## src/hw/rtl/uigf_pkg.sv

```systemverilog
// Types, constants and helpers of the idle-gap UART frame receiver.
package uigf_pkg;

    // Frame buffer geometry
    localparam int BUFFER_DEPTH = 512;
    localparam int ADDR_W       = $clog2(BUFFER_DEPTH);
    localparam int CNT_W        = $clog2(BUFFER_DEPTH + 1);

    // Field widths of the channels
    localparam int MODE_W   = 2;
    localparam int BYTE_W   = 8;
    localparam int INDEX_W  = 9;
    localparam int LIMIT_W  = 16;
    localparam int STATE_W  = 2;
    localparam int LEN_W    = 10;
    localparam int THR_W    = 16;

    localparam logic [THR_W-1:0] THRESHOLD_RESET = 16'd20;

    // Command queue between front and back
    localparam int QUEUE_DEPTH = 2;
    localparam int QPTR_W      = (QUEUE_DEPTH > 1) ? $clog2(QUEUE_DEPTH) : 1;
    localparam int QCNT_W      = $clog2(QUEUE_DEPTH + 1);

    // Event codes
    localparam logic [MODE_W-1:0] MODE_BYTE = 2'd0;
    localparam logic [MODE_W-1:0] MODE_TICK = 2'd1;
    localparam logic [MODE_W-1:0] MODE_READ = 2'd2;
    localparam logic [MODE_W-1:0] MODE_TAKE = 2'd3;

    // Reported phase codes
    localparam logic [STATE_W-1:0] RX_STATE_IDLE      = 2'd0;
    localparam logic [STATE_W-1:0] RX_STATE_RECEIVING = 2'd1;
    localparam logic [STATE_W-1:0] RX_STATE_RECEIVED  = 2'd2;

    // Receive phase, one-hot
    typedef enum logic [2:0] {
        PH_IDLE      = 3'b001,
        PH_RECEIVING = 3'b010,
        PH_RECEIVED  = 3'b100
    } phase_t;

    typedef struct packed {
        logic [MODE_W-1:0]  mode;
        logic [BYTE_W-1:0]  rx_byte;
        logic [INDEX_W-1:0] read_index;
        logic [LIMIT_W-1:0] read_limit;
    } in_item_t;

    typedef struct packed {
        logic [STATE_W-1:0] rx_state;
        logic [LEN_W-1:0]   frame_length;
        logic [BYTE_W-1:0]  read_data;
        logic [LEN_W-1:0]   taken_length;
        logic               overflow;
    } out_item_t;

    // Classified command held in the queue
    typedef struct packed {
        logic               is_byte;
        logic               is_tick;
        logic               is_read;
        logic               is_take;
        logic [BYTE_W-1:0]  rx_byte;
        logic [INDEX_W-1:0] read_index;
        logic [LIMIT_W-1:0] read_limit;
    } cmd_t;

    // Queue status seen by front and back
    typedef struct packed {
        logic full;
        logic empty;
    } queue_stat_t;

    function automatic logic [STATE_W-1:0] phase_code(input phase_t ph);
        logic [STATE_W-1:0] code;
        unique case (ph)
            PH_RECEIVING: code = RX_STATE_RECEIVING;
            PH_RECEIVED:  code = RX_STATE_RECEIVED;
            default:      code = RX_STATE_IDLE;
        endcase
        return code;
    endfunction

endpackage

```

## src/hw/rtl/uigf_back.sv

```systemverilog
// Back end: executes commands on the frame buffer and phase state, drives results.
module uigf_back (
    input  logic                  clk,
    input  logic                  rst_n,
    input  uigf_pkg::queue_stat_t q_stat,
    input  uigf_pkg::cmd_t        head_cmd,
    output logic                  pop,
    input  logic                  cfg_valid,
    input  logic [15:0]           cfg_data,
    output logic                  result_strobe,
    output uigf_pkg::out_item_t   result
);
    import uigf_pkg::*;

    logic [BYTE_W-1:0]  rx_buffer [BUFFER_DEPTH];

    phase_t             phase_reg, phase_next;
    logic [CNT_W-1:0]   count_reg, count_next;
    logic [THR_W-1:0]   idle_reg, idle_next;
    logic               drop_reg, drop_next;
    logic [THR_W-1:0]   thr_reg;

    logic               res_valid_reg;
    logic               hit_reg, hit_next;
    logic [LEN_W-1:0]   taken_reg, taken_next;
    logic [BYTE_W-1:0]  rd_data_reg;

    logic               wr_en;
    logic [ADDR_W-1:0]  wr_addr;
    logic [ADDR_W-1:0]  rd_addr;
    logic [THR_W:0]     idle_inc;
    logic [LIMIT_W-1:0] count_ext;
    logic [LIMIT_W-1:0] taken_wide;

    assign pop       = !q_stat.empty;
    assign wr_addr   = count_reg[ADDR_W-1:0];
    assign rd_addr   = ADDR_W'(head_cmd.read_index);
    assign idle_inc  = {1'b0, idle_reg} + 1'b1;
    assign count_ext = LIMIT_W'(count_reg);
    assign taken_wide = (count_ext < head_cmd.read_limit) ? count_ext : head_cmd.read_limit;

    // Event execution
    always_comb
    begin
        phase_next = phase_reg;
        count_next = count_reg;
        idle_next  = idle_reg;
        drop_next  = drop_reg;
        hit_next   = 1'b0;
        taken_next = '0;
        wr_en      = 1'b0;
        if (pop)
        begin
            if (head_cmd.is_byte)
            begin
                if (count_reg < CNT_W'(BUFFER_DEPTH))
                begin
                    wr_en      = 1'b1;
                    count_next = count_reg + 1'b1;
                end
                else
                begin
                    drop_next = 1'b1;
                end
                phase_next = PH_RECEIVING;
                idle_next  = '0;
            end
            else if (head_cmd.is_tick)
            begin
                if (phase_reg == PH_RECEIVING)
                begin
                    if (idle_inc >= {1'b0, thr_reg})
                    begin
                        idle_next  = '0;
                        phase_next = PH_RECEIVED;
                    end
                    else
                    begin
                        idle_next = idle_inc[THR_W-1:0];
                    end
                end
            end
            else if (head_cmd.is_read)
            begin
                hit_next = (LIMIT_W'(head_cmd.read_index) < count_ext);
            end
            else if (phase_reg == PH_RECEIVED)
            begin
                // successful take
                taken_next = LEN_W'(taken_wide);
                count_next = '0;
                phase_next = PH_IDLE;
                idle_next  = '0;
                drop_next  = 1'b0;
            end
        end
    end

    always_ff @(posedge clk or negedge rst_n)
    begin
        if (!rst_n)
        begin
            phase_reg     <= PH_IDLE;
            count_reg     <= '0;
            idle_reg      <= '0;
            drop_reg      <= 1'b0;
            thr_reg       <= THRESHOLD_RESET;
            res_valid_reg <= 1'b0;
        end
        else
        begin
            phase_reg     <= phase_next;
            count_reg     <= count_next;
            idle_reg      <= idle_next;
            drop_reg      <= drop_next;
            res_valid_reg <= pop;
            if (cfg_valid)
            begin
                thr_reg <= cfg_data;
            end
        end
    end

    // Result payload
    always_ff @(posedge clk)
    begin
        hit_reg   <= hit_next;
        taken_reg <= taken_next;
    end

    // Frame buffer, one write and one registered read port
    always_ff @(posedge clk)
    begin
        if (wr_en)
        begin
            rx_buffer[wr_addr] <= head_cmd.rx_byte;
        end
        rd_data_reg <= rx_buffer[rd_addr];
    end

    assign result_strobe       = res_valid_reg;
    assign result.rx_state     = phase_code(phase_reg);
    assign result.frame_length = LEN_W'(count_reg);
    assign result.read_data    = hit_reg ? rd_data_reg : '0;
    assign result.taken_length = taken_reg;
    assign result.overflow     = drop_reg;

endmodule

```

## config.mk

```make
export PLATFORM = sky130hd
export DESIGN_NAME = uigf_back
export DESIGN_NICKNAME = d
export VERILOG_FILES = /design/src/hw/rtl/uigf_pkg.sv /design/src/hw/rtl/uigf_back.sv
export SDC_FILE = /design/constraint.sdc
export NUM_CORES = 2
export LEC_CHECK = 0
export ABC_AREA = 1
export BUFFER_PORTS_ARGS = -buffer_cell sky130_fd_sc_hd__buf_2
export CORE_ASPECT_RATIO = 1.1
export CORE_MARGIN = 2
export CORE_UTILIZATION = 50
export DETAILED_ROUTE_END_ITERATION = 8
export PLACE_DENSITY_LB_ADDON = 0.1
export SLEW_MARGIN = 30
export SYNTH_ARGS = -nofsm -noshare
export SYNTH_HDL_FRONTEND = slang
export SYNTH_SLANG_ARGS = --single-unit
```

## constraint.sdc

```tcl
create_clock -name clk -period 3.6 [get_ports clk]
set_clock_uncertainty 0.1 [all_clocks]
set_input_delay 0.36 -clock clk [delete_from_list [all_inputs] [get_ports clk]]
set_output_delay 0.36 -clock clk [all_outputs]
set_load 0.01 [all_outputs]
```

# [Word level (Yosys, flattened, before mapping)]
# Memory sizes are Yosys's and may differ from the RTL's. A register that Yosys moved wholly into a read port is not among the register bits.
# Index checks and enable logic that the tools add are counted.
[classes] n_addsub=2 n_mul=0 n_div=0 n_lt_le_gt_ge=4 n_eq_ne=9 shifts=0 mux=30 n_bitwise=3 reduce_logical=9
[op_table] cell="$mux W16" count=6
[op_table] cell="$mux W10" count=6
[op_table] cell="$mux W3" count=6
[op_table] cell="$add A16 B1 Y17 const B" count=1
[op_table] cell="$ge A17 B16 Y1" count=1
[op_table] cell="$lt A10 B16 Y1" count=1
[op_table] cell="$reduce_and A5 Y1" count=3
[op_table] cell="$add A10 B1 Y10 const B" count=1
[op_table] cell="$lt A10 B10 Y1 const B" count=1
[op_table] cell="$lt A9 B10 Y1" count=1
[op_table] cell="$mux W1" count=10
[op_table] cell="$ne A3 B1 Y1 const B" count=3
[op_table] cell="$mux W8" count=1
[op_table] cell="$ne A2 B1 Y1 const B" count=3
[op_table] cell="$reduce_or A5 Y1" count=1
[op_table] cell="$pmux W2 S2" count=1
[op_table] cell="$reduce_and A4 Y1" count=1
[op_table] cell="$reduce_or A4 Y1" count=1
[op_table] cell="$eq A3 B2 Y1 const B" count=1
[op_table] cell="$eq A3 B3 Y1 const B" count=1
[op_table] cell="$not A1 Y1" count=3
[op_table] cell="$reduce_bool A3 Y1" count=1
[op_table] cell="$ne A2 B2 Y1 const B" count=1
[op_table] cell="$reduce_bool A2 Y1" count=1
[op_table] cell="$logic_not A1 Y1" count=1
[word_totals] regBits=58 latch_bits=0 ram_bits=4096 mem_bits_ro=0 out_inout_bits=33 wordCells=66 mem_count=1
[mem_list] memory="rx_buffer" depth=512 word_bits=8 rd=1 rd_clocked_by_memory_dff=1 write_ports=1 line_no="uigf_back.sv:15" text="logic [BYTE_W-1:0] rx_buffer [BUFFER_DEPTH];"

# [Depth between registers and ports, before layout]
[depth] ltp_word=6 depth_mapped=20

# [Least setup slack after synthesis]
# No wires, ideal clock.
[synth_timing] kind="reg2reg" startpoint="reg idle_reg[0]" endpoint="reg phase_reg[1]" arrival_time_ns=2.594 required_time_ns=3.383 slack_ns=0.790 stages_incl_launch_ff=21 n_path_buf=1 period_less_slack_ns=2.810 cell_sequence="dfrtp_1 -> ha_1 -> nand2_1 -> nor3_1 -> inv_1 -> nor2_1 -> nand2_1 -> inv_1 -> nand3_1 -> xor2_1 -> inv_1 -> ha_1 -> a21oi_1 -> nor2_1 -> a211oi_1 -> o21ai_1 -> nor2_2 -> nand4_4 -> buf_6 -> nand3_1 -> nand2_1"
[synth_between] elab_chain_cells=4
[synth_lines] element="from (decl)" line_no="uigf_back.sv:19" text="logic [THR_W-1:0] idle_reg, idle_next;"
[synth_lines] element="from (signal assigned)" line_no="uigf_back.sv:114" text="idle_reg <= idle_next;"
[synth_lines] element="$add A16 B1 Y17" line_no="uigf_back.sv:38" text="assign idle_inc = {1'b0, idle_reg} + 1'b1;"
[synth_lines] element="$ge A17 B16 Y1" line_no="uigf_back.sv:72" text="if (idle_inc >= {1'b0, thr_reg})"
[synth_lines] element="$ne A3 B1 Y1 (no line)"
[synth_lines] element="$reduce_and A5 Y1 (no line)"
[synth_lines] element="to (signal assigned)" line_no="uigf_back.sv:112" text="phase_reg <= phase_next;"
[synth_lines] element="to (decl)" line_no="uigf_back.sv:17" text="phase_t phase_reg, phase_next;"
# No other way between the ends.
# A chain may end at the register's enable or synchronous reset.

# [Worst setup path in the final report]
[layout_timing] startpoint="reg idle_reg[1]" endpoint="reg idle_reg[2]"
[layout_between] elab_chain_cells=6
[layout_lines] element="$add A16 B1 Y17 (*)" line_no="uigf_back.sv:38"
[layout_lines] element="$ge A17 B16 Y1" line_no="uigf_back.sv:72"
[layout_lines] element="$mux W16 (*)" line_no="uigf_back.sv:72"
[layout_lines] element="$mux W16 (*)" line_no="uigf_back.sv:70" text="if (phase_reg == PH_RECEIVING)"
[layout_lines] element="$mux W16 (*)" line_no="uigf_back.sv:68" text="else if (head_cmd.is_tick)"
[layout_lines] element="$mux W16 (*)" line_no="uigf_back.sv:54" text="if (head_cmd.is_byte)"
# Every way passes the cells marked *; elsewhere a longest branch is shown, timed or not. The select of a mux whose other input is x is not followed.

==> results.py <==
metrics = {
    "run_status": {
        "outcome": "complete, no violations",
    },
    "setup_path": {
        "endpoint_kind": "flop",
        "crit_path_frequent_cell": "inv_1",
        "crit_chain": "ha_1 > nand2_1 > nor3_1 > buf_4 > inv_1 > nor2_1 > nand2_1 > inv_1 > nand3_1 > xor2_1 > inv_1 > ha_1 > a21oi_1 > nor2_1 > a211oi_2 > o21ai_1 > nor2_2 > nand4_4 > buf_6 > o21ai_0",
        "cpMaxStageDelayCell": "dfrtp_1",
        "endpoint": "idle_reg[2]",
        "crit_path_max_fanout": 16,
        "critical_path_class": "flop to flop",
        "r2r_setup_slack_ns": 0.31,
        "cp-start-kind": "flop",
        "r2r-end": "idle_reg[2]",
        "ff2ff_path_depth": 20,
        "startpoint": "idle_reg[1]",
        "rr_startpoint": "idle_reg[1]",
        "crit_arrival_ns": 4.07,
        "critPathRequiredTime_ns": 4.38,
        "critical_path.max_stage_delay_ns": 0.36,
    },
    "yosys": {
        "synth.top_cells.by_count": "nand2_1 (4247), edfxtp_1 (4096), nand3_1 (4094), nor2_1 (570), buf_2 (413)",
        "synth_area_sq_mm": 0.171,
        "yosysSeqAreaShare": 0.729,
        "synth-edff-count": 4096,
        "synthCells": 14300,
        "async_flop_share": 0.0113,
        "synth_nets": 14400,
        "yosys_warnings": 0,
        "synth_top_area_frac": 0.720,
        "yosysMostFrequentCell": "nand2_1",
        "synth_area_leaders": "edfxtp_1 (72%), nand3_1 (12%), nand2_1 (9.3%), nor2_1 (1.3%), buf_2 (1.2%)",
        "synth_cell_types": 48,
        "synth_ff_type": "edfxtp_1",
        "synth.avg_cell_area_sq_um": 11.9,
        "synth_top_area_cell": "edfxtp_1",
        "synth-seq-cells": 4162,
    },
    "job": {
        "maxCapViolCount": 0,
    },
    "cts": {
        "cts_setup_buffers": 0,
        "clk_pin_slew_ns": 0.06,
        "cts_tree": "done",
        "clock_path_buffers": 4,
        "root_buffer": "clkbuf_16",
        "clock_latency_ns": 0.96,
        "cts_buffers": 421,
        "cts.sinks": 4162,
        "htree_levels": 5,
    },
    "floorplanning": {
        "rows": 225,
        "die_area_sq_mm": 0.346,
        "ios": 91,
        "die_y_um": 617,
        "die_w_um": 561,
        "initial_core_util": 0.502,
        "core_sq_mm": 0.341,
    },
    "detailed_routing": {
        "drt-vias-per-instance": 5.77,
        "first_iter_violations": 13500,
        "drcViolationCount": 0,
        "wl_mm": 494,
        "dr.pass1.iters": 6,
        "route.detailed.wl_per_inst_um": 25.0,
        "vias": 114000,
        "ant_nets": 0,
    },
    "power": {
        "ir_drop_v": 0.000449,
        "leakage_nw": 69.2,
        "p_total_mw": 104,
        "cellPowerDensity_mw_per_mm2": 535,
    },
    "finish": {
        "syn2layout_area_growth_pct": 13.7,
        "fin_nets": 14900,
        "largest_reg_flops": 4096,
        "finish.instance_area_sq_mm": 0.194,
        "final_layout_size_suffix_gt1_frac": 0.106,
        "utilization": 0.570,
    },
    "placement": {
        "io_buffers": 88,
        "dp_hpwl_mm": 295,
        "placed_area_sq_mm": 0.180,
        "post-place-ws_ns": 0.232,
        "globalplace.congestion": 0.892,
    },
    "timing": {
        "fin_ws_ns": 0.309,
        "min_period_ns": 3.29,
        "fmax_mhz": 304,
        "finalCritPeriodShare": 0.914,
        "finalHoldViolCount": 0,
        "max-slew-margin-rel": 0.355,
        "slew_violations": 0,
        "grt_setup_unrepaired": "no",
        "worstMarginPinSlew_ns": 0.967,
        "finalSetupViolCount": 0,
        "finalSetupTns_ns": 0,
    },
    "global_route": {
        "antenna_found_initial": 21,
        "grt_pass1_vias": 110000,
        "grt_pass1_wl_mm": 724,
        "grt_max_degree": 144,
        "grt_overflow_total": 0,
        "grt_usage": 0.280,
    },
    "hold_path": {
        "hp-class": "input port to flop",
    },
}
[worst min path at each step]
stage | from | endpoint | slack [ns] | cells after the start
2_1_floorplan | rst_n | count_reg[0] | -0.04 | 0
3_3_place_gp | phase_reg[0] | phase_reg[0] | 0.38 | 2
3_5_place_dp | phase_reg[0] | phase_reg[0] | 0.37 | 2
4_1_cts | head_cmd[24] | rd_data_reg[1] | 0.06 | 4
5_1_grt | head_cmd[24] | rd_data_reg[5] | 0.08 | 3
6_report | head_cmd[24] | rd_data_reg[5] | 0.10 | 3
[through the flow]
step	hold slack, ns	cells
detailed placement	0.374	18900
global placement	0.379	18900
finish	0.103	19700
CTS	0.0605	19700
floorplan	-0.0356	14300
global route	0.0782	19700
[cells by family after synthesis]
kind of cell / Yosys count / share of synthesized area
compound gates: 84 / 0.00271
xor+xnor: 12 / 0.000615
fa+ha+maj: 38 / 0.00278
buf+inv: 1093 / 0.0372
flops: 4162 / 0.729
mux: 1 / 0.0000659
simple gates: 8952 / 0.227
[per-layer routing]
metal / vias to the layer above / routed length [um] / global-route usage
met5: - / 41 / 0
met4: 6 / 19000 / 0.101
met3: 872 / 40300 / 0.0441
met2: 4794 / 234000 / 0.451
met1: 56300 / 201000 / 0.387
li1: 52000 / - / -
[cells in the final DEF (no fill, tap or decap), drive strengths merged, types with 9 or more instances in the layout]
| cell type | count |
|---|---|
| xor2 | 11 |
| nor2 | 574 |
| edfxtp | 4096 |
| dlygate4sd3 | 100 |
| buf | 983 |
| bufinv | 30 |
| o21ai | 48 |
| nand2 | 4249 |
| dfxtp | 19 |
| inv | 111 |
| clkbuf | 525 |
| a21oi | 20 |
| nand3 | 4094 |
| nor3 | 13 |
| clkinvlp | 9 |
| dfrtp | 44 |
| clkinv | 189 |
| nand4 | 14 |
| ha | 38 |
[cell type report]
class / count / area, sq um
Tap cell: 4540 / 5680
Sequential cell: 4162 / 125000
Inverter: 94 / 417
Multi-Input combinational cell: 9087 / 40100
Timing Repair Buffer: 1083 / 10300
Fill cell: 28100 / 146000
Clock buffer: 525 / 11000
Antenna cell: 6 / 15.0
Clock inverter: 245 / 2120
[where the power goes]
group	leakage, nW	internal [mW]	switching [mW]
Combinational	25.2	2.10	5.91
Sequential	37.6	53.4	0.176
Clock	6.47	23.9	18.5
Total	69.2	79.4	24.6
[critical path, delay by kind of cell (launching register included)]
kind	cells	cell delay (ns)
adder cells (fa/ha/maj)	2	0.50
AO/OA/AOI/OAI	4	0.64
flip-flops	1	0.36
AND/OR/NAND/NOR	8	0.83
XOR/XNOR	1	0.18
buffers and inverters	5	0.58
[repair_timing]
item	in CTS	in global routing
endpoints found under the hold margin	847	0
gates resized for setup	0	4
hold buffers	101	0
setup endpoints to repair	0	11
Power figures use the tool's default switching activity.
