### config.mk
export PLATFORM = sky130hd
export DESIGN_NAME = uigf_front
export DESIGN_NICKNAME = d
export VERILOG_FILES = /design/src/hw/rtl/uigf_pkg.sv /design/src/hw/rtl/uigf_front.sv
export SDC_FILE = /design/constraint.sdc
export NUM_CORES = 1
export LEC_CHECK = 0
export ABC_CLOCK_PERIOD_IN_PS = 4300
export BUFFER_PORTS_ARGS = -buffer_cell sky130_fd_sc_hd__buf_2
export CORE_MARGIN = 5
export CORE_UTILIZATION = 40
export DETAILED_ROUTE_END_ITERATION = 10
export PLACE_DENSITY = 0.83
export SYNTH_ARGS = -nofsm -noshare
export SYNTH_HDL_FRONTEND = slang
export SYNTH_SLANG_ARGS = --single-unit
### constraint.sdc
create_clock -name clk -period 4.3 [get_ports clk]
set_clock_uncertainty 0.1 [all_clocks]
set_input_delay 0.43 -clock clk [delete_from_list [all_inputs] [get_ports clk]]
set_output_delay 0.43 -clock clk [all_outputs]
set_load 0.01 [all_outputs]
### src/hw/rtl/uigf_pkg.sv
// Types, constants and helpers of the idle-gap UART frame receiver.
package uigf_pkg;

    // Frame buffer geometry
    localparam int BUFFER_DEPTH = 512;
    localparam int ADDR_W       = $clog2(BUFFER_DEPTH);
    localparam int CNT_W        = $clog2(BUFFER_DEPTH + 1);

    // Field widths of the channels
    localparam int MODE_W   = 2;
    localparam int BYTE_W   = 8;
    localparam int INDEX_W  = 9;
    localparam int LIMIT_W  = 16;
    localparam int STATE_W  = 2;
    localparam int LEN_W    = 10;
    localparam int THR_W    = 16;

    localparam logic [THR_W-1:0] THRESHOLD_RESET = 16'd20;

    // Command queue between front and back
    localparam int QUEUE_DEPTH = 2;
    localparam int QPTR_W      = (QUEUE_DEPTH > 1) ? $clog2(QUEUE_DEPTH) : 1;
    localparam int QCNT_W      = $clog2(QUEUE_DEPTH + 1);

    // Event codes
    localparam logic [MODE_W-1:0] MODE_BYTE = 2'd0;
    localparam logic [MODE_W-1:0] MODE_TICK = 2'd1;
    localparam logic [MODE_W-1:0] MODE_READ = 2'd2;
    localparam logic [MODE_W-1:0] MODE_TAKE = 2'd3;

    // Reported phase codes
    localparam logic [STATE_W-1:0] RX_STATE_IDLE      = 2'd0;
    localparam logic [STATE_W-1:0] RX_STATE_RECEIVING = 2'd1;
    localparam logic [STATE_W-1:0] RX_STATE_RECEIVED  = 2'd2;

    // Receive phase, one-hot
    typedef enum logic [2:0] {
        PH_IDLE      = 3'b001,
        PH_RECEIVING = 3'b010,
        PH_RECEIVED  = 3'b100
    } phase_t;

    typedef struct packed {
        logic [MODE_W-1:0]  mode;
        logic [BYTE_W-1:0]  rx_byte;
        logic [INDEX_W-1:0] read_index;
        logic [LIMIT_W-1:0] read_limit;
    } in_item_t;

    typedef struct packed {
        logic [STATE_W-1:0] rx_state;
        logic [LEN_W-1:0]   frame_length;
        logic [BYTE_W-1:0]  read_data;
        logic [LEN_W-1:0]   taken_length;
        logic               overflow;
    } out_item_t;

    // Classified command held in the queue
    typedef struct packed {
        logic               is_byte;
        logic               is_tick;
        logic               is_read;
        logic               is_take;
        logic [BYTE_W-1:0]  rx_byte;
        logic [INDEX_W-1:0] read_index;
        logic [LIMIT_W-1:0] read_limit;
    } cmd_t;

    // Queue status seen by front and back
    typedef struct packed {
        logic full;
        logic empty;
    } queue_stat_t;

    function automatic logic [STATE_W-1:0] phase_code(input phase_t ph);
        logic [STATE_W-1:0] code;
        unique case (ph)
            PH_RECEIVING: code = RX_STATE_RECEIVING;
            PH_RECEIVED:  code = RX_STATE_RECEIVED;
            default:      code = RX_STATE_IDLE;
        endcase
        return code;
    endfunction

endpackage

### src/hw/rtl/uigf_front.sv
// Front end: takes input items, classifies the event and feeds the command queue.
module uigf_front (
    input  logic                 clk,
    input  logic                 rst_n,
    input  logic                 start,
    input  uigf_pkg::in_item_t   item,
    output logic                 busy,
    input  uigf_pkg::queue_stat_t q_stat,
    output logic                 push,
    output uigf_pkg::cmd_t       push_cmd
);
    import uigf_pkg::*;

    logic   front_valid_reg, front_valid_next;
    cmd_t   front_cmd_reg, front_cmd_next;
    cmd_t   decoded;
    logic   accept;

    // Event decode
    always_comb
    begin
        decoded            = '0;
        decoded.rx_byte    = item.rx_byte;
        decoded.read_index = item.read_index;
        decoded.read_limit = item.read_limit;
        unique case (item.mode)
            MODE_BYTE: decoded.is_byte = 1'b1;
            MODE_TICK: decoded.is_tick = 1'b1;
            MODE_READ: decoded.is_read = 1'b1;
            MODE_TAKE: decoded.is_take = 1'b1;
            default:   decoded.is_take = 1'b1;
        endcase
    end

    // Holding stage handshake
    assign busy     = front_valid_reg && q_stat.full;
    assign accept   = start && !busy;
    assign push     = front_valid_reg && !q_stat.full;
    assign push_cmd = front_cmd_reg;

    always_comb
    begin
        front_valid_next = front_valid_reg;
        front_cmd_next   = front_cmd_reg;
        if (push)
        begin
            front_valid_next = 1'b0;
        end
        if (accept)
        begin
            front_valid_next = 1'b1;
            front_cmd_next   = decoded;
        end
    end

    always_ff @(posedge clk or negedge rst_n)
    begin
        if (!rst_n)
        begin
            front_valid_reg <= 1'b0;
        end
        else
        begin
            front_valid_reg <= front_valid_next;
        end
    end

    always_ff @(posedge clk)
    begin
        front_cmd_reg <= front_cmd_next;
    end

endmodule

Word-level counts from Yosys, hierarchy flattened
Index checks and enable logic that the tools add are counted.

Memories: 0. Logic and storage cells: 24. Flip-flop bits (word level): 38. Bits of input ports: 40. Latch bits: 0. Bits in writable memories: 0. Output and inout port bits: 39. Bits in read-only memories: 0.

Reductions and logical operators: 7. $mul: 0. Mux-type cells: 6. Bitwise logic cells: 0. Order comparisons: 0. Equality and inequality tests: 3. Add/sub/neg operators: 0. Divide/modulo/power cells: 0. Shift operators: 0.

Operators by type and width (count): two-way mux 1 bit (6); == test 2 bit, second input constant (2); logical AND 1 bit (3); == test 2 x 1 -> 1 bit, second input constant (1); zero test 1 bit (2); zero test 2 bit (1); nonzero test 2 bit (1).

Longest topological paths before layout
Gate-level depths: netlist (run 1).

Word-level depth: 4. Mapped depth: 1. Mapped depth without buffers: 1.

Worst setup path after synthesis (run 1)
OpenSTA, ideal clock, no wires.

Path kind: input port to flip-flop. Start: in start. End: reg front_cmd_reg, in the netlist push_cmd[0], enable pin. Stages: 1. Required time: 3712 ps. Path slack: 544 ps. Arrival time: 3168 ps. Path through: a21boi_0.

Word-level cells in the longest chain between the ends: 1.

RTL lines: start, declared (line uigf_front.sv:5) `input logic start,`; logical AND 1 bit (line uigf_front.sv:37) `assign accept = start && !busy;`; end signal, assigned (line uigf_front.sv:70) `front_cmd_reg <= front_cmd_next;`; end, declared (line uigf_front.sv:15) `cmd_t front_cmd_reg, front_cmd_next;`.

No other way between the ends. A chain may end at the register's enable or synchronous reset.

Worst setup path in the final report (run 1)
Start: reg front_valid_reg. End: reg front_cmd_reg, in the netlist push_cmd[20], enable pin.

Word-level cells in the longest chain between the ends: 3.

RTL lines: start, declared (line uigf_front.sv:14) `logic front_valid_reg, front_valid_next;`; start signal, assigned (line uigf_front.sv:64) `front_valid_reg <= front_valid_next;`; logical AND 1 bit (line uigf_front.sv:36) `assign busy = front_valid_reg && q_stat.full;`; zero test 1 bit (line uigf_front.sv:37); logical AND 1 bit (line uigf_front.sv:37); via accept (line uigf_front.sv:17) `logic accept;`.

The timed path passes the listed nets, and every way through them passes these cells.

==> metrics.md, run 1 <==
| Metric | Value |
|---|---|
| Ys Warns | 0 |
| Met2 Use GR | between 10% and 20% |
| WP buf/inv | 0 |
| # clock sinks | 38 |
| TritonCTS clock tree | built |
| # diodes | 0 |
| Post-DRT Antenna Nets | 0 |
| CP top delay family | compound AO/OA/AOI/OAI gates |
| Avg Vias per Cell | about 4.5 |
| Layout cells sized above 1 | between 60% and 70% |
| Critical path peak fanout | 37 |
| Number of antenna violations at the first check in global routing | 0 |
| CP max stage cell | a21boi_4 |
| Worst EP arrival | between 1.5 and 2 ns |
| Min-Delay Path Depth | 1 |
| PortBufs | between 70 and 80 |
| Power per Cell Area | between 300 and 400 nW/um^2 |
| Hold violation total from the final report | 0 |
| Largest net degree at the start of global routing | 38 |
| R2R setup slack | between 2 and 2.5 ns |
| WL/cell | between 10 and 15 um |
| Setup crit start kind | register |
| Max-cap violations | 0 |
| CTS buffer count | 5 |
| RePlAce Congestion | between 0.6 and 0.7 |
| Element type at the critical path end | register |
| Worst r2r src | front_valid_reg |
| Clock insertion delay at the later pin of the skew report | 0.33 ns |
| Vias in the first global route | a little under 800 |
| Post-synthesis cell count | 46 |
| DRT iter0 DRCs | 16 |
| Crit-path max cell delay | ~0.90 ns |
| Number of fill cells | approximately 230 |
| GR Layer Usage met3 | between 8 and 9% |
| Minimum clock period | between 1.5 and 2 ns |
| Yosys reg bits | 38 |
| Period utilisation layout | roughly 43% |
| Fin. max-slew vios | 0 |
| Synthesized cell area | between 1000 and 1500 sq um |
| GR met1 Demand/Resource | about an eighth |
| Width of the die | between 60 and 70 um |
| TritonRoute pass-1 iters | 4 |
| Worst r2r dst | push_cmd[20] |
| CTS Buffer Depth | 2 |
| Clock-pin slew on the worst setup and hold paths | ~0.11 ns |
| Critical path class | register to register |
| WHS Endpoint | push_cmd[1] |
| Crit-path cells | a21boi_4 |
| Max reg flops | 37 |
| Final WL | between 2000 and 2500 um |
| Unrepaired setup endpoints after global routing | no |
| Gr usage total | 12.4% |
| DRC Markers | 0 |
| Row count | 19 |
| R2r worst-path depth | 1 |
| Top Usage Layer GRT | met2 |
| Post-CTS Setup Inserts | 0 |
| Finish-stage setup viols | 0 |
| Post-route total power | 0.666 mW |
| Hold wc startpoint | item[1] |
| Leak | 0.731 nW |
| Post-CTS resize count | 0 |
| TNS Setup | 0 ns |
| Library cells used by synthesis | 7 |
| Avg Cell Area, Syn | between 20 and 30 sq um |
| Hold WC Path Type | input pin to register |
| Worst VDD drop | 231 uV |
| Commonest non-fill, non-tap cells in the layout | 77 x buf_2, 37 x edfxtp_1, 5 x clkbuf_4 |
| Commonest non-fill, non-tap cell in the layout | buf_2 |
| Total gr overflow | 0 |
| Core Box Area | 2810 sq um |
| Die Height | 64.5 um |
| Syn nets | 86 |
| First-pass GRT wire length | ~3700 um |
| Slew Limit Headroom | about 23% |
| Transition time of the tightest slew-check pin | around 1.1 ns |
| Starting Density | between 40 and 50% |
| Required @ worst endpoint | 4.15 ns |
| Root Buffer | clkbuf_4 |
| WHS | 0.168 ns |
| Seq/Total Area, Yosys | between 90% and 100% |
| H-tree depth | 2 |
| I/O pin total | 79 |
| Layout Nets | between 150 and 200 |
| Final Util | between 50% and 60% |
| Status | finished, final reports clean |
| Layout area overhead | 41.8% |
| Max Freq | 0.544 GHz |
| Via Count | ~740 |
| Full die area | approximately 4200 sq um |
-- routing by layer --
| layer | routed length, um | vias to the layer above |
|---|---|---|
| li1 | - | 349 |
| met1 | 835 | 323 |
| met2 | 1070 | 55 |
| met3 | 435 | 8 |
| met4 | 51 | 0 |
| met5 | 0 | - |
-- what timing repair did --
item	in CTS	in global routing
setup endpoints to repair	0	0
endpoints found under the hold margin	1	0
hold buffers	1	0
-- final cells by class --
class / count / area, sq um / share of cell area [%]
Clock inverter: 2 / 8.76 / 0.521
Tap cell: 31 / 38.8 / 2.31
Sequential cell: 38 / 1140 / 67.6
Clock buffer: 6 / 41.3 / 2.46
Multi-Input combinational cell: 8 / 61.3 / 3.65
Timing Repair Buffer: 78 / 395 / 23.5
-- metrics by stage --
step	instance area, sq um	setup WS (ns)	instances
3_3_place_gp	1620	2.39	154
5_1_grt	1680	2.31	163
6_report	1680	2.46	163
3_5_place_dp	1620	2.30	154
4_1_cts	1680	2.45	163
2_1_floorplan	1190	0.544	46
-- cells in the mapped netlist --
| master | instances | area share, % |
|---|---|---|
| a21boi_0 | 1 | 0.63 |
| a21o_1 | 1 | 0.63 |
| and2_1 | 2 | 1.1 |
| dfrtp_1 | 1 | 2.1 |
| edfxtp_1 | 37 | 94 |
| nor2_1 | 1 | 0.32 |
| nor2b_1 | 3 | 1.6 |
-- worst max-delay path by stage --
stage	to	depth (start not counted)	slack [ns]	from
5_1_grt	push_cmd[24]	1	2.31	front_valid_reg
3_3_place_gp	push_cmd[10]	2	2.39	q_stat[1]
2_1_floorplan	push_cmd[0]	1	0.54	start
6_report	push_cmd[20]	1	2.46	front_valid_reg
3_5_place_dp	push_cmd[7]	2	2.30	q_stat[1]
4_1_cts	push_cmd[25]	1	2.45	front_valid_reg
-- kinds of logic (layout without fill, tap and decap cells) --
| logic type | after synthesis | after routing | share of synthesized area [%] |
|---|---|---|---|
| simple gates | 6 | 6 | 2.95 |
| flops | 38 | 38 | 95.8 |
| compound gates | 2 | 2 | 1.27 |
| buf+inv | 0 | 86 | 0 |
-- report_power, final --
| group | total [mW] | switching [mW] | leakage (nW) | internal [mW] |
|---|---|---|---|---|
| clock network | 0.169 | 0.108 | 0.0297 | 0.0615 |
| registers | 0.435 | 0.00461 | 0.364 | 0.431 |
| logic | 0.0613 | 0.0331 | 0.337 | 0.0281 |
| total | 0.666 | 0.146 | 0.731 | 0.520 |
(Power assumes the default switching activity.)
==> run 2: changes to the inputs <==
Settings changed: ABC_CLOCK_PERIOD_IN_PS 4300 to 1800.
Clock period 4.3 ns to 1.8 ns, I/O delays scaled along.
==> run 2 against run 1 <==
- clock power grew to 2.5 times the previous value
- register-to-register slack lost 2.1 ns
- sequential power grew 140%
- flip-flop and latch count is the same
- wire length grew 39%
- first-iteration DRC count grew 38%
- critical path type unchanged
==> metrics.md, run 2 (synthesized netlist as in run 1, its figures left out) <==
| Metric | Value |
|---|---|
| CTS buffer count | 5 (unchanged) |
| TNS Setup | 0 ns (unchanged) |
| Element type at the critical path end | register |
| Width of the die | 64.5 um (unchanged) |
| Commonest non-fill, non-tap cells in the layout | 77 x buf_2, 37 x dlygate4sd3_1, 37 x edfxtp_1 |
| Commonest non-fill, non-tap cell in the layout | buf_2 |
| I/O pin total | 79 (unchanged) |
| WL/cell | 16.6 um (+13%) |
| Layout Nets | 209 (+22%) |
| Hold violation total from the final report | 0 (unchanged) |
| Slew Limit Headroom | 83.3% (+60 points) |
| WHS | 0.0443 ns (-0.124 ns) |
| First-pass GRT wire length | 5200 um (+40%) |
| Root Buffer | clkbuf_4 |
| H-tree depth | 2 (unchanged) |
| Reg area | 1140 sq um (unchanged) |
| Unrepaired setup endpoints after global routing | no |
| Critical path class | register to register |
| Status | finished, final reports clean |
| Max Freq | 0.696 GHz (+28%) |
| Hold WC Path Type | input pin to register |
| Row count | 19 (unchanged) |
| Crit-path cells | a21o_1 -> dlygate4sd3_1 |
| Max reg flops | 37 (unchanged) |
| RePlAce Congestion | 0.697 (+4.7%) |
| Number of antenna violations at the first check in global routing | 0 (unchanged) |
| Minimum clock period | 1.44 ns (-0.401 ns) |
| Starting Density | 42.3% (unchanged) |
| Via Count | 900 (+22%) |
| TritonCTS clock tree | built |
| Vias in the first global route | 1045 (+33%) |
| Finish-stage setup viols | 0 (unchanged) |
| Number of fill cells | 171 (-27%) |
| # diodes | 0 (unchanged) |
| Max-cap violations | 0 (unchanged) |
| Post-DRT Antenna Nets | 0 (unchanged) |
| Core Box Area | 2810 sq um (unchanged) |
| Clock insertion delay at the later pin of the skew report | 0.34 ns (about the same) |
| # clock sinks | 38 (unchanged) |
| PortBufs | 77 (unchanged) |
| Crit-path max cell delay | 0.56 ns (-0.34 ns) |
| Required @ worst endpoint | 1.94 ns (-2.21 ns) |
| Full die area | 4150 sq um (unchanged) |
| Power per Cell Area | 819 nW/um^2 (+110%) |
| Period utilisation layout | 79.8% (+37 points) |
| Leak | 0.892 nW (+22%) |
| Layout cells sized above 1 | 51.8% (-12 points) |
| Worst EP arrival | 1.57 ns (-0.12 ns) |
| Transition time of the tightest slew-check pin | 0.250 ns (-0.899 ns) |
| Worst VDD drop | 727 uV (+210%) |
| Fin. max-slew vios | 0 (unchanged) |
| TritonRoute pass-1 iters | 4 (unchanged) |
| Footprint of the multi-input gates | 61.3 sq um (unchanged) |
| Largest net degree at the start of global routing | 21 (-45%) |
| Post-CTS resize count | 0 (unchanged) |
| Post-CTS Setup Inserts | 0 (unchanged) |
| Critical path peak fanout | 4 (-89%) |
| Avg Vias per Cell | 4.48 (-0.70%) |
| Die Height | 64.5 um (unchanged) |
| Final WL | 3340 um (+39%) |
| Total gr overflow | 0 (unchanged) |
| CTS Buffer Depth | 2 (unchanged) |
| DRT iter0 DRCs | 22 (+6) |
| Layout area overhead | 74.2% |
| CP max stage cell | dlygate4sd3_1 |
| Setup crit start kind | register |
| Gr usage total | 17.4% (+5.0 points) |
| DRC Markers | 0 (unchanged) |
| Detailed Place HPWL | slightly below 2000 um |
| Clock-pin slew on the worst setup and hold paths | 0.12 ns (about the same) |
run 2: critical path, delay by kind of cell, from the launching register on:
kind,cells,cell delay (ns)
DFF,1,0.47
buffers and inverters,1,0.56
AOI/OAI and AO/OA,1,0.20
run 2: worst paths after layout:
| check | endpoint | cells past startpoint | slack (ns) | from |
|---|---|---|---|---|
| max | front_valid_reg | 2 | 0.36 | front_valid_reg |
| min | push_cmd[36] | 2 | 0.04 | item[33] |
| max reg2reg | front_valid_reg | 2 | 0.36 | front_valid_reg |
| min reg2reg | push_cmd[19] | 2 | 0.83 | front_valid_reg |
| max in group asynchronous | front_valid_reg | 3 | 0.91 | rst_n |
| min in group asynchronous | front_valid_reg | 3 | 0.59 | rst_n |
run 2: layout make-up:
cell class | instances | area share (%)
Multi-Input combinational cell | 8 | 2.97
Timing Repair Buffer | 116 | 37.3
Sequential cell | 38 | 55.0
Clock inverter | 3 | 1.03
Clock buffer | 5 | 1.82
Tap cell | 31 | 1.88
run 2: stage by stage:
stage,utilization [%],power (mW),instance area [sq um],setup WS (ns),std cells
detailed placement,58.3,1.21,1640,0.499,156
floorplan,-,1.11,1200,0.207,46
CTS,73.6,1.70,2070,0.387,201
finish,73.6,1.69,2070,0.364,201
global placement,58.3,1.21,1640,0.544,156
global route,73.6,1.76,2070,0.294,201
run 2: per-layer routing:
metal	vias to the layer above	GRT usage, %	share of wire, %
li1	423	-	-
met1	410	17.7	36
met2	63	29.3	49
met3	4	10.9	14
met4	0	6.33	1.1
met5	-	0	0
run 2: where the power goes:
group,switching [mW],internal [mW]
Combinational,0.0960,0.123
Clock,0.277,0.152
Sequential,0.0146,1.03
run 2: what timing repair did:
item	4_1_cts	5_1_grt
hold buffers	37	0
hold endpoints to repair	35	0
endpoints found under the setup margin	0	0
