==> src/hw/rtl/uigf_pkg.sv <==
// Types, constants and helpers of the idle-gap UART frame receiver.
package uigf_pkg;

    // Frame buffer geometry
    localparam int BUFFER_DEPTH = 512;
    localparam int ADDR_W       = $clog2(BUFFER_DEPTH);
    localparam int CNT_W        = $clog2(BUFFER_DEPTH + 1);

    // Field widths of the channels
    localparam int MODE_W   = 2;
    localparam int BYTE_W   = 8;
    localparam int INDEX_W  = 9;
    localparam int LIMIT_W  = 16;
    localparam int STATE_W  = 2;
    localparam int LEN_W    = 10;
    localparam int THR_W    = 16;

    localparam logic [THR_W-1:0] THRESHOLD_RESET = 16'd20;

    // Command queue between front and back
    localparam int QUEUE_DEPTH = 2;
    localparam int QPTR_W      = (QUEUE_DEPTH > 1) ? $clog2(QUEUE_DEPTH) : 1;
    localparam int QCNT_W      = $clog2(QUEUE_DEPTH + 1);

    // Event codes
    localparam logic [MODE_W-1:0] MODE_BYTE = 2'd0;
    localparam logic [MODE_W-1:0] MODE_TICK = 2'd1;
    localparam logic [MODE_W-1:0] MODE_READ = 2'd2;
    localparam logic [MODE_W-1:0] MODE_TAKE = 2'd3;

    // Reported phase codes
    localparam logic [STATE_W-1:0] RX_STATE_IDLE      = 2'd0;
    localparam logic [STATE_W-1:0] RX_STATE_RECEIVING = 2'd1;
    localparam logic [STATE_W-1:0] RX_STATE_RECEIVED  = 2'd2;

    // Receive phase, one-hot
    typedef enum logic [2:0] {
        PH_IDLE      = 3'b001,
        PH_RECEIVING = 3'b010,
        PH_RECEIVED  = 3'b100
    } phase_t;

    typedef struct packed {
        logic [MODE_W-1:0]  mode;
        logic [BYTE_W-1:0]  rx_byte;
        logic [INDEX_W-1:0] read_index;
        logic [LIMIT_W-1:0] read_limit;
    } in_item_t;

    typedef struct packed {
        logic [STATE_W-1:0] rx_state;
        logic [LEN_W-1:0]   frame_length;
        logic [BYTE_W-1:0]  read_data;
        logic [LEN_W-1:0]   taken_length;
        logic               overflow;
    } out_item_t;

    // Classified command held in the queue
    typedef struct packed {
        logic               is_byte;
        logic               is_tick;
        logic               is_read;
        logic               is_take;
        logic [BYTE_W-1:0]  rx_byte;
        logic [INDEX_W-1:0] read_index;
        logic [LIMIT_W-1:0] read_limit;
    } cmd_t;

    // Queue status seen by front and back
    typedef struct packed {
        logic full;
        logic empty;
    } queue_stat_t;

    function automatic logic [STATE_W-1:0] phase_code(input phase_t ph);
        logic [STATE_W-1:0] code;
        unique case (ph)
            PH_RECEIVING: code = RX_STATE_RECEIVING;
            PH_RECEIVED:  code = RX_STATE_RECEIVED;
            default:      code = RX_STATE_IDLE;
        endcase
        return code;
    endfunction

endpackage

==> src/hw/rtl/uigf_queue.sv <==
// Short command queue decoupling the front end from the executing back end.
module uigf_queue (
    input  logic                  clk,
    input  logic                  rst_n,
    input  logic                  push,
    input  uigf_pkg::cmd_t        push_cmd,
    input  logic                  pop,
    output uigf_pkg::cmd_t        head_cmd,
    output uigf_pkg::queue_stat_t q_stat
);
    import uigf_pkg::*;

    cmd_t              slots_reg [QUEUE_DEPTH];
    logic [QPTR_W-1:0] wr_ptr_reg, wr_ptr_next;
    logic [QPTR_W-1:0] rd_ptr_reg, rd_ptr_next;
    logic [QCNT_W-1:0] count_reg, count_next;

    function automatic logic [QPTR_W-1:0] ptr_inc(input logic [QPTR_W-1:0] p);
        logic [QPTR_W-1:0] r;
        if (p == QPTR_W'(QUEUE_DEPTH - 1))
            r = '0;
        else
            r = p + 1'b1;
        return r;
    endfunction

    assign q_stat.full  = (count_reg == QCNT_W'(QUEUE_DEPTH));
    assign q_stat.empty = (count_reg == '0);
    assign head_cmd     = slots_reg[rd_ptr_reg];

    // Pointer and fill bookkeeping
    always_comb
    begin
        wr_ptr_next = push ? ptr_inc(wr_ptr_reg) : wr_ptr_reg;
        rd_ptr_next = pop  ? ptr_inc(rd_ptr_reg) : rd_ptr_reg;
        count_next  = count_reg;
        if (push && !pop)
            count_next = count_reg + 1'b1;
        else if (pop && !push)
            count_next = count_reg - 1'b1;
    end

    always_ff @(posedge clk or negedge rst_n)
    begin
        if (!rst_n)
        begin
            wr_ptr_reg <= '0;
            rd_ptr_reg <= '0;
            count_reg  <= '0;
        end
        else
        begin
            wr_ptr_reg <= wr_ptr_next;
            rd_ptr_reg <= rd_ptr_next;
            count_reg  <= count_next;
        end
    end

    // Slot storage
    always_ff @(posedge clk)
    begin
        if (push)
        begin
            slots_reg[wr_ptr_reg] <= push_cmd;
        end
    end

endmodule

==> config.mk <==
export PLATFORM = sky130hd
export DESIGN_NAME = uigf_queue
export DESIGN_NICKNAME = d
export VERILOG_FILES = /design/src/hw/rtl/uigf_pkg.sv /design/src/hw/rtl/uigf_queue.sv
export SDC_FILE = /design/constraint.sdc
export NUM_CORES = 1
export LEC_CHECK = 0
export BUFFER_PORTS_ARGS = -buffer_cell sky130_fd_sc_hd__buf_2
export CAP_MARGIN = 20
export CELL_PAD_IN_SITES_DETAIL_PLACEMENT = 1
export CELL_PAD_IN_SITES_GLOBAL_PLACEMENT = 2
export CORE_MARGIN = 2
export CORE_UTILIZATION = 41
export DETAILED_ROUTE_END_ITERATION = 10
export PLACE_DENSITY_LB_ADDON = 0.25
export SKIP_CTS_REPAIR_TIMING = 1
export SLEW_MARGIN = 25
export SYNTH_ARGS = -nofsm -noshare
export SYNTH_HDL_FRONTEND = slang
export SYNTH_SLANG_ARGS = --single-unit
==> constraint.sdc <==
create_clock -name clk -period 4 [get_ports clk]
set_input_delay 0.8 -clock clk [delete_from_list [all_inputs] [get_ports clk]]
set_output_delay 0.8 -clock clk [all_outputs]
set_load 0.01 [all_outputs]
== Yosys cells after proc, flatten, opt, wreduce, memory -nomap -nowiden ==
Memories as Yosys holds them, arrays and structs flattened.
Index checks and enable logic that the tools add are counted.

* Bits in registers: 4
* Bits in latches: 0
* Memories: 1
* Bits in read-only memories: 0
* Logic and storage cells: 21
* Memory bits (writable): 74

* Multiply operators: 0
* Muxes and demuxes: 6
* $lt $le $gt $ge: 0
* Div/mod/pow operators: 0
* Equality and inequality tests: 1
* Add/sub/neg operators: 4
* Shift-type cells: 0
* Bitwise logic cells: 0
* Reduce and logical (&&, ||, !) cells: 6

{| class="wikitable"
|+ Memories
! memory !! words !! bits a word !! rd ports !! clocked after Yosys merged registers in !! write ports !! line !! text
|-
| slots_reg || 2 || 37 || 1 || 0 || 1 || uigf_queue.sv:13 || <nowiki>cmd_t slots_reg [QUEUE_DEPTH];</nowiki>
|}

{| class="wikitable"
|+ Operators by type and width
! operator !! number
|-
| two-way mux 1 bit || 4
|-
| two-way mux 2 bit || 2
|-
| adder 1 bit (second input constant) || 2
|-
| adder 2 x 1 -> 2 bit (second input constant) || 1
|-
| == test 2 bit (second input constant) || 1
|-
| logical AND 1 bit || 2
|-
| logical NOT 1 bit || 2
|-
| logical NOT 2 bit || 1
|-
| nonzero test 2 bit || 1
|-
| subtractor 2 x 1 -> 2 bit (second input constant) || 1
|}

== Longest topological paths before layout ==
Gate-level depths: netlist (run 1).

* Word-level depth: 4
* Gate-level depth with buffers: 5

== Worst setup path after synthesis (run 1) ==
Ideal clock, no wire load.

* Path type: in2reg
* From: input port push
* To: memory slots_reg[0][0] (netlist bit) (enable)
* Path slack: 1.103 ns
* Library setup time: 0.436 ns
* Arrival: 2.461 ns
* Buffers on the path: 0
* Required time: 3.564 ns
* Cell stages on the path: 1
* Path through: nor2b_1

* Cells in the longest elaborated chain, start to end: 2

{| class="wikitable"
|+ Ends and longest elaborated chain
! element !! line !! text
|-
| start, declared || uigf_queue.sv:5 || <nowiki>input logic push,</nowiki>
|-
| two-way mux 1 bit || uigf_queue.sv:62 || <nowiki>if (push)</nowiki>
|-
| two-way mux 1 bit (implied by the code) || uigf_queue.sv:64 || <nowiki>slots_reg[wr_ptr_reg] <= push_cmd;</nowiki>
|-
| end, declared || uigf_queue.sv:13 ||
|}

No other way between the ends.

==> results.txt, run 1 <==
The final-stage net count came out at 260. The final hold violation count came to 0. Entering global routing, the biggest net connects 39 pins. The clock slew at the register clock pins of the worst setup and hold paths came out at 70 ps. For this run, the top clock speed supported by timing is 394 MHz.

The number of setup violations in the final report came out at 0. Sequential cells were found to cover 79.0% of the synthesized design area. Global routing used 23.1% of the available met2 tracks. The number of clock sinks is 78. After filler insertion, the fill cell instance count of the layout stands at 663. At the worst endpoint, the required time is 3200 ps.

The via density per instance came out at 4.57. 0 antenna diodes ended up in the layout. Power spread over the standard cell area amounts to about 700 nW/µm². For this run, design rule violations remaining after detail routing come to 0. The tool flagged a number of max-cap violations equal to 0. The tightest min-delay check is of the primary input to asynchronous set/reset pin type. The initial antenna violation count is 0. The global routing usage on met1 came out at 15.7%. The floorplan step defined a die boundary enclosing 7860 µm². The average detailed-routed wire length per instance came out at between 15 and 20 µm.

The proportion of layout cells with a drive suffix above 1 came out at 60.6%. The shortest period the worst path allows came out at roughly 2500 ps. The largest fanout on the critical path is 38. The starting density of the core came out at 42.8%.

Global routing used 3.64% of the available met3 tracks. The clock reaches the later pin of the worst-skew pair after 330 ps. The busiest layer in global routing is met2. In this run the cell area of the synthesized design comes to 2940 µm². Summed over all layers, the routed wires come to 5090 µm.

The initialized floorplan defines 30 standard-cell rows. Setup repair after global routing left no endpoint under its margin. The arrival time at the worst endpoint came out at 1740 ps. The setup slack after layout is 1460 ps. The final weighted congestion in routability-driven placement came out at 0.702. The number of detailed-route iterations in the first pass came out at 3. The root buffer cell chosen for the clock tree is sky130_fd_sc_hd__clkbuf_8.

The reported leakage power came out at 0.00146 µW. After legalization and detailed placement, the total HPWL measured 3390 µm. During placement, the flow inserted port buffers numbering 79.

The global route total overflow is 0. The longest clock path from root to sink contains 2 buffers. The number of warning messages in the yosys log came out at 0. Clock skew on the completed layout was measured at approximately 4.0 ps. The number of top-level pins came out at 80.

The setup slack of the most critical reg-to-reg path came out at between 2000 and 2500 ps. The CTS buffer count came out at 9. The worst setup path is launched from a flip-flop. STA classifies the critical path endpoint as an output pin. The via count of the first global-routing pass was between 1,500 and 2,000. The remaining antenna violation count came out at 0. The die height came out at 88.7 µm. The total global-route track usage is 13.6%.

The mean area per synthesized cell is 22.4 µm². TritonCTS built the clock tree. The flip-flop count of the largest register after layout is 74.

The number of different library cells used by synthesis comes to 13. The synthesis-to-layout area growth is 25.2%. The flow ran to the end, and the final reports show no timing, DRC or antenna violations.

The total nets after synthesis is roughly 170. The critical setup path kind is flip-flop to output pin. For the pin with the worst max-slew slack, the measured transition is 917 ps. After technology mapping, the gate count stands at 131. The number of pins exceeding their max-slew limit in the final report was 0. Prior to clock tree synthesis, the placed netlist has a worst setup slack of 1540 ps. The global-route wire length before repair came out at between 7000 and 8000 µm. The peak ir drop on the vdd network is 0.352 mV.

The total of flip-flops plus latches after synthesis is 78. The count of routing violations after the opening detailed-route iteration came out at 70. The detailed router placed 1,448 vias in this run.

The chip width is 88.7 µm. Adding up every negative setup slack in the final design gives 0 ps. The worst path uses 63.5% of the clock period. The total area inside the core boundary comes to 6870 µm².

Headroom to the max-slew limit came out at 38.8%. The H-tree was split into 3 levels.
layout by cell type (no fill, tap or decap), drive strengths merged:
master   n
buf     80
edfxtp  74
mux2    37
clkbuf   9
xor2     4
dfrtp    4
bufinv   3
nor2     2
clkinv   2
nor2b    2
inv      1
and2     1
xnor2    1
ha       1
per-stage QoR:
stage	hold slack (ps)	power (µW)	std cells	area, µm²	util, %
finish	261	2570	317	3680	53.6
CTS	244	2600	316	3650	53.1
global placement	472	1900	302	3430	49.9
floorplan	453	1690	131	2940	-
global route	249	2700	317	3680	53.6
detailed placement	497	1940	302	3430	49.9
Yosys cell counts, drive strengths merged:
| library cell | count | area (µm²) |
|---|---|---|
| nor2 | 2 | 7.51 |
| buf | 4 | 38.8 |
| inv | 1 | 3.75 |
| xnor2 | 1 | 8.76 |
| xor2 | 4 | 35.0 |
| dfrtp | 4 | 100 |
| mux2 | 37 | 492 |
| ha | 1 | 12.5 |
| and2 | 1 | 6.26 |
| edfxtp | 74 | 2220 |
| nor2b | 2 | 12.5 |
worst paths after layout:
kind	startpoint	end	depth (start not counted)
max	rd_ptr_reg	head_cmd[11]	2
min	rst_n	count_reg[0]	1
max reg2reg	wr_ptr_reg	slots_reg[1][0]	1
min reg2reg	count_reg[1]	count_reg[1]	1
max in group asynchronous	rst_n	rd_ptr_reg	1
min in group clk	count_reg[1]	count_reg[1]	1
critical path: stages, from the launching register on:
cell	delay, ps
sky130_fd_sc_hd__dfrtp_4	840
sky130_fd_sc_hd__mux2_2	400
sky130_fd_sc_hd__buf_2	140
cells by family after synthesis:
kind of cell | after synthesis | synth area share (%)
XOR/XNOR | 5 | 1.49
buffers and inverters | 5 | 1.45
AND/OR/NAND/NOR | 5 | 0.894
multiplexers | 37 | 16.7
flip-flops | 78 | 79.0
adder cells (fa/ha/maj) | 1 | 0.426
report_power, final:
part,switching (µW),internal [µW]
sequential,145,1090
combinational,293,383
clock,255,405
final cells by class:
class	count	area (µm²)	area share [%]
repair buffers	80	423	11.5
well taps	96	120	3.26
flip-flops and latches	78	2330	63.2
inverters	1	3.75	0.102
multi-input cells	48	583	15.8
clock inverters	5	100	2.72
clock buffers	9	124	3.37
routing by layer:
layer | vias up | routed length [µm]
li1 | 678 | -
met1 | 716 | 2020
met2 | 44 | 2710
met3 | 10 | 257
met4 | 0 | 102
met5 | - | 0
(Power assumes the default switching activity.)
==> run 2: changes to the inputs <==
ABC_AREA = 1   (was default)
CORE_UTILIZATION = 34   (was 41)
clock period = 2.2 ns   (was 4 ns; I/O delays follow)
==> results.txt, run 2 <==
The mean area per synthesized cell came out at between 20 and 25 µm². The placed cell area came out at 3520 µm². In this run the power density over the cells is 1220 nW/µm². The initial antenna violation count was 0. The final-stage net count is roughly 280. Grouping stages by cell kind, the critical path spends the most delay in flip-flops. The largest stage delay on the critical path came out at slightly below 400 ps. The die height came out at slightly below 100 µm.

The flow ran to the end, and the final reports show no timing, DRC or antenna violations. The final weighted congestion in routability-driven placement came out at 0.685. The post-synthesis cell type count is 14. The deepest clock path buffer count is 2. The area occupied by registers came out at around 2300 µm². The global-route wire length before repair came out at 8130 µm.

The library cells used most frequently in the layout, excluding fill and tap cells, are 79 x sky130_fd_sc_hd__buf_2, 74 x sky130_fd_sc_hd__edfxtp_1, 20 x sky130_fd_sc_hd__mux2_4. The first TritonRoute pass finished after 4 iterations. Clock tree synthesis inserted a total of 9 buffers. The core area is 8590 µm². The number of antenna repair diodes is 0. The post-synth design cell area is 2960 µm². The count of max-cap constraint violations is 0.

After the first detailed-routing iteration, the DRC count stood at 18. Data on the critical path arrives at its endpoint at around 1500 ps. The worst setup path is captured at an output pin. The largest fanout on the critical path came out at 13. After layout, the worst path uses 85.7% of the clock period.

The part of the Yosys area used for sequential elements came out at 78.5%. The shortest period the worst path allows is between 1500 and 2000 ps. Yosys mapped a number of flops with a built-in enable equal to between 70 and 80. The die covers ~9500 µm². The latest clock arrival within the worst-skew pair is 330 ps.

Entering global routing, the biggest net connects 26 pins. The share of Yosys cell area claimed by the top area cell type is 75.1%. The flip-flop count of the largest register after layout is 74. sky130_fd_sc_hd__edfxtp_1 is the most common cell in the netlist. Setup repair after global routing left no endpoint under its margin. The number of port buffers came out at 79.

The critical path runs through a total of 3 cells. Global routing finished with a remaining overflow of 0. The fmax came out at 530 MHz. The total wire length after detailed routing came out at ~5100 µm. The number of top-level pins came out at 80. The total of flip-flops plus latches after synthesis came out at 78. Of the cells placed in the final design, the portion with a size suffix greater than 1 is 58.0%.

The finished cells cover between 3000 and 4000 µm². In the final layout, the multi-input gates occupy 579 µm². The number of pins exceeding their max-slew limit in the final report came out at 0. For this run, the leading register cell type out of synthesis is sky130_fd_sc_hd__edfxtp_1. The worst hold path stage count came out at 1. The critical path contains buffers and inverters numbering 2 combined. The final hold violation count came to 0.

The remaining antenna violation count came out at 0. The worst hold path begins at push_cmd[16]. Summed over all instances, the cell type with the most area after synthesis is sky130_fd_sc_hd__edfxtp_1. Once the floorplan was initialized, standard cells occupied 34.4% of the core. The worst hold path belongs to the class primary input to flip-flop. The deepest level of the CTS H-tree came out at 3. The setup check on the worst reg-to-reg path leaves a slack of approximately 990 ps. The average detailed-routed wire length per instance came out at 14.7 µm. After synthesis, the cell types taking the most area are sky130_fd_sc_hd__edfxtp_1 75%, sky130_fd_sc_hd__mux2_4 10%, sky130_fd_sc_hd__mux2_2 6.5%. Summed over all cells, the static leakage comes to 0.00149 µW. The library cell used most frequently in the layout, excluding fill and tap cells, is sky130_fd_sc_hd__buf_2.

The number of inserted filler cells in the final layout came out at 869. Setup violations remaining at the end of the flow were counted as 0. The peak ir drop on the vdd network is 0.469 mV.

The signal on the critical path passes through buf_4, mux2_2, buf_2. The clock net in this run drives a total of 78 sinks. Global routing used 11.3% of the available tracks across all layers. The via count of the first global-routing pass came out at 1,589.

The post-route DRC violation count came out at 0. For this run, the number of Yosys warnings is 0. Headroom to the max-slew limit came out at 78.3%. The clock root buffer is sky130_fd_sc_hd__clkbuf_8. The most critical setup path has its startpoint at rd_ptr_reg. The depth of the worst register-to-register path is 3.

The launching point of the worst reg2reg path is wr_ptr_reg. The HPWL after detailed placement is 3550 µm. By count the netlist is led by 74 x sky130_fd_sc_hd__edfxtp_1, 20 x sky130_fd_sc_hd__mux2_4, 17 x sky130_fd_sc_hd__mux2_2.

The total number of placement rows is 34. The required time of the worst setup path came out at around 1800 ps. On the critical path, the stage with the largest delay is an instance of sky130_fd_sc_hd__dfrtp_2. The chip width is 97.3 µm.

The actual slew at the worst max-slew pin came out at 325 ps. In the synthesized netlist the async set-or-reset flop fraction comes to between 5 and 6%. TritonCTS built the clock tree. The setup TNS is 0 ps. The critical path launch point type is a flip-flop.

The final clock skew came out at between 5 and 6 ps. The total nets after synthesis came out at 182. The clock slew at the register clock pins of the worst setup and hold paths came out at approximately 80 ps. The critical path in this run is classified as flip-flop to output pin. The number of instances in the synthesized netlist came out at 140. The via density per instance is 4.39. The area growth from synthesis to layout is 25.6%. The total number of vias is 1,518.
## run 2: cell types whose count changed in the layout (fill, tap and decap cells not counted), sizes merged, moves of 2 or more
cell	delta
buf	+5
clkinv	+3
nand2	+5
nor2b	-2
xor2	-2
bufinv	-2
inv	+6
## run 2: power breakdown
part / internal [µW] / total [µW] / switching (µW) / leakage [µW]
sequential: 1980 / 2070 / 97.9 / 0.000741
combinational: 735 / 1450 / 714 / 0.000655
clock: 523 / 1000 / 478 / 0.0000981
total: 3230 / 4520 / 1290 / 0.00149
## run 2: final cells by class
cell class	instances	share of cell area, %
inverters	7	0.707
clock inverters	6	1.65
clock buffers	10	3.43
repair buffers	86	12.5
flip-flops and latches	78	62.5
multi-input cells	51	15.6
well taps	108	3.64
## run 2: path summary, 6_finish.rpt
| path | to |
|---|---|
| max | head_cmd[14] |
| min | slots_reg[1][16] |
| max reg2reg | slots_reg[1][6] |
| min reg2reg | count_reg[1] |
| max in group asynchronous | rd_ptr_reg |
| min in group asynchronous | count_reg[1] |
## run 2: kinds of logic after synthesis
kind of cell / share of synthesized area [%]
xor+xnor: 0.888
fa+ha+maj: 0.423
flops: 78.5
simple gates: 1.40
buf+inv: 2.20
mux: 16.6
## run 2: stage by stage
stage	hold slack [ps]	total power, µW	util (%)	setup WS (ps)	std cells
3_3_place_gp	258	3580	40.9	643	329
2_1_floorplan	144	3070	-	363	140
6_report	293	4520	43.2	314	346
5_1_grt	262	4790	43.2	231	346
4_1_cts	-109	4620	43.1	274	345
3_5_place_dp	255	3600	40.9	646	329
## run 2: metal layers
metal | track usage [%] | wire, µm | up-vias
met5 | 0 | 0 | -
met4 | 4.49 | 71 | 0
met3 | 3.88 | 290 | 8
met2 | 18.4 | 2620 | 51
met1 | 13.8 | 2110 | 743
li1 | - | - | 716
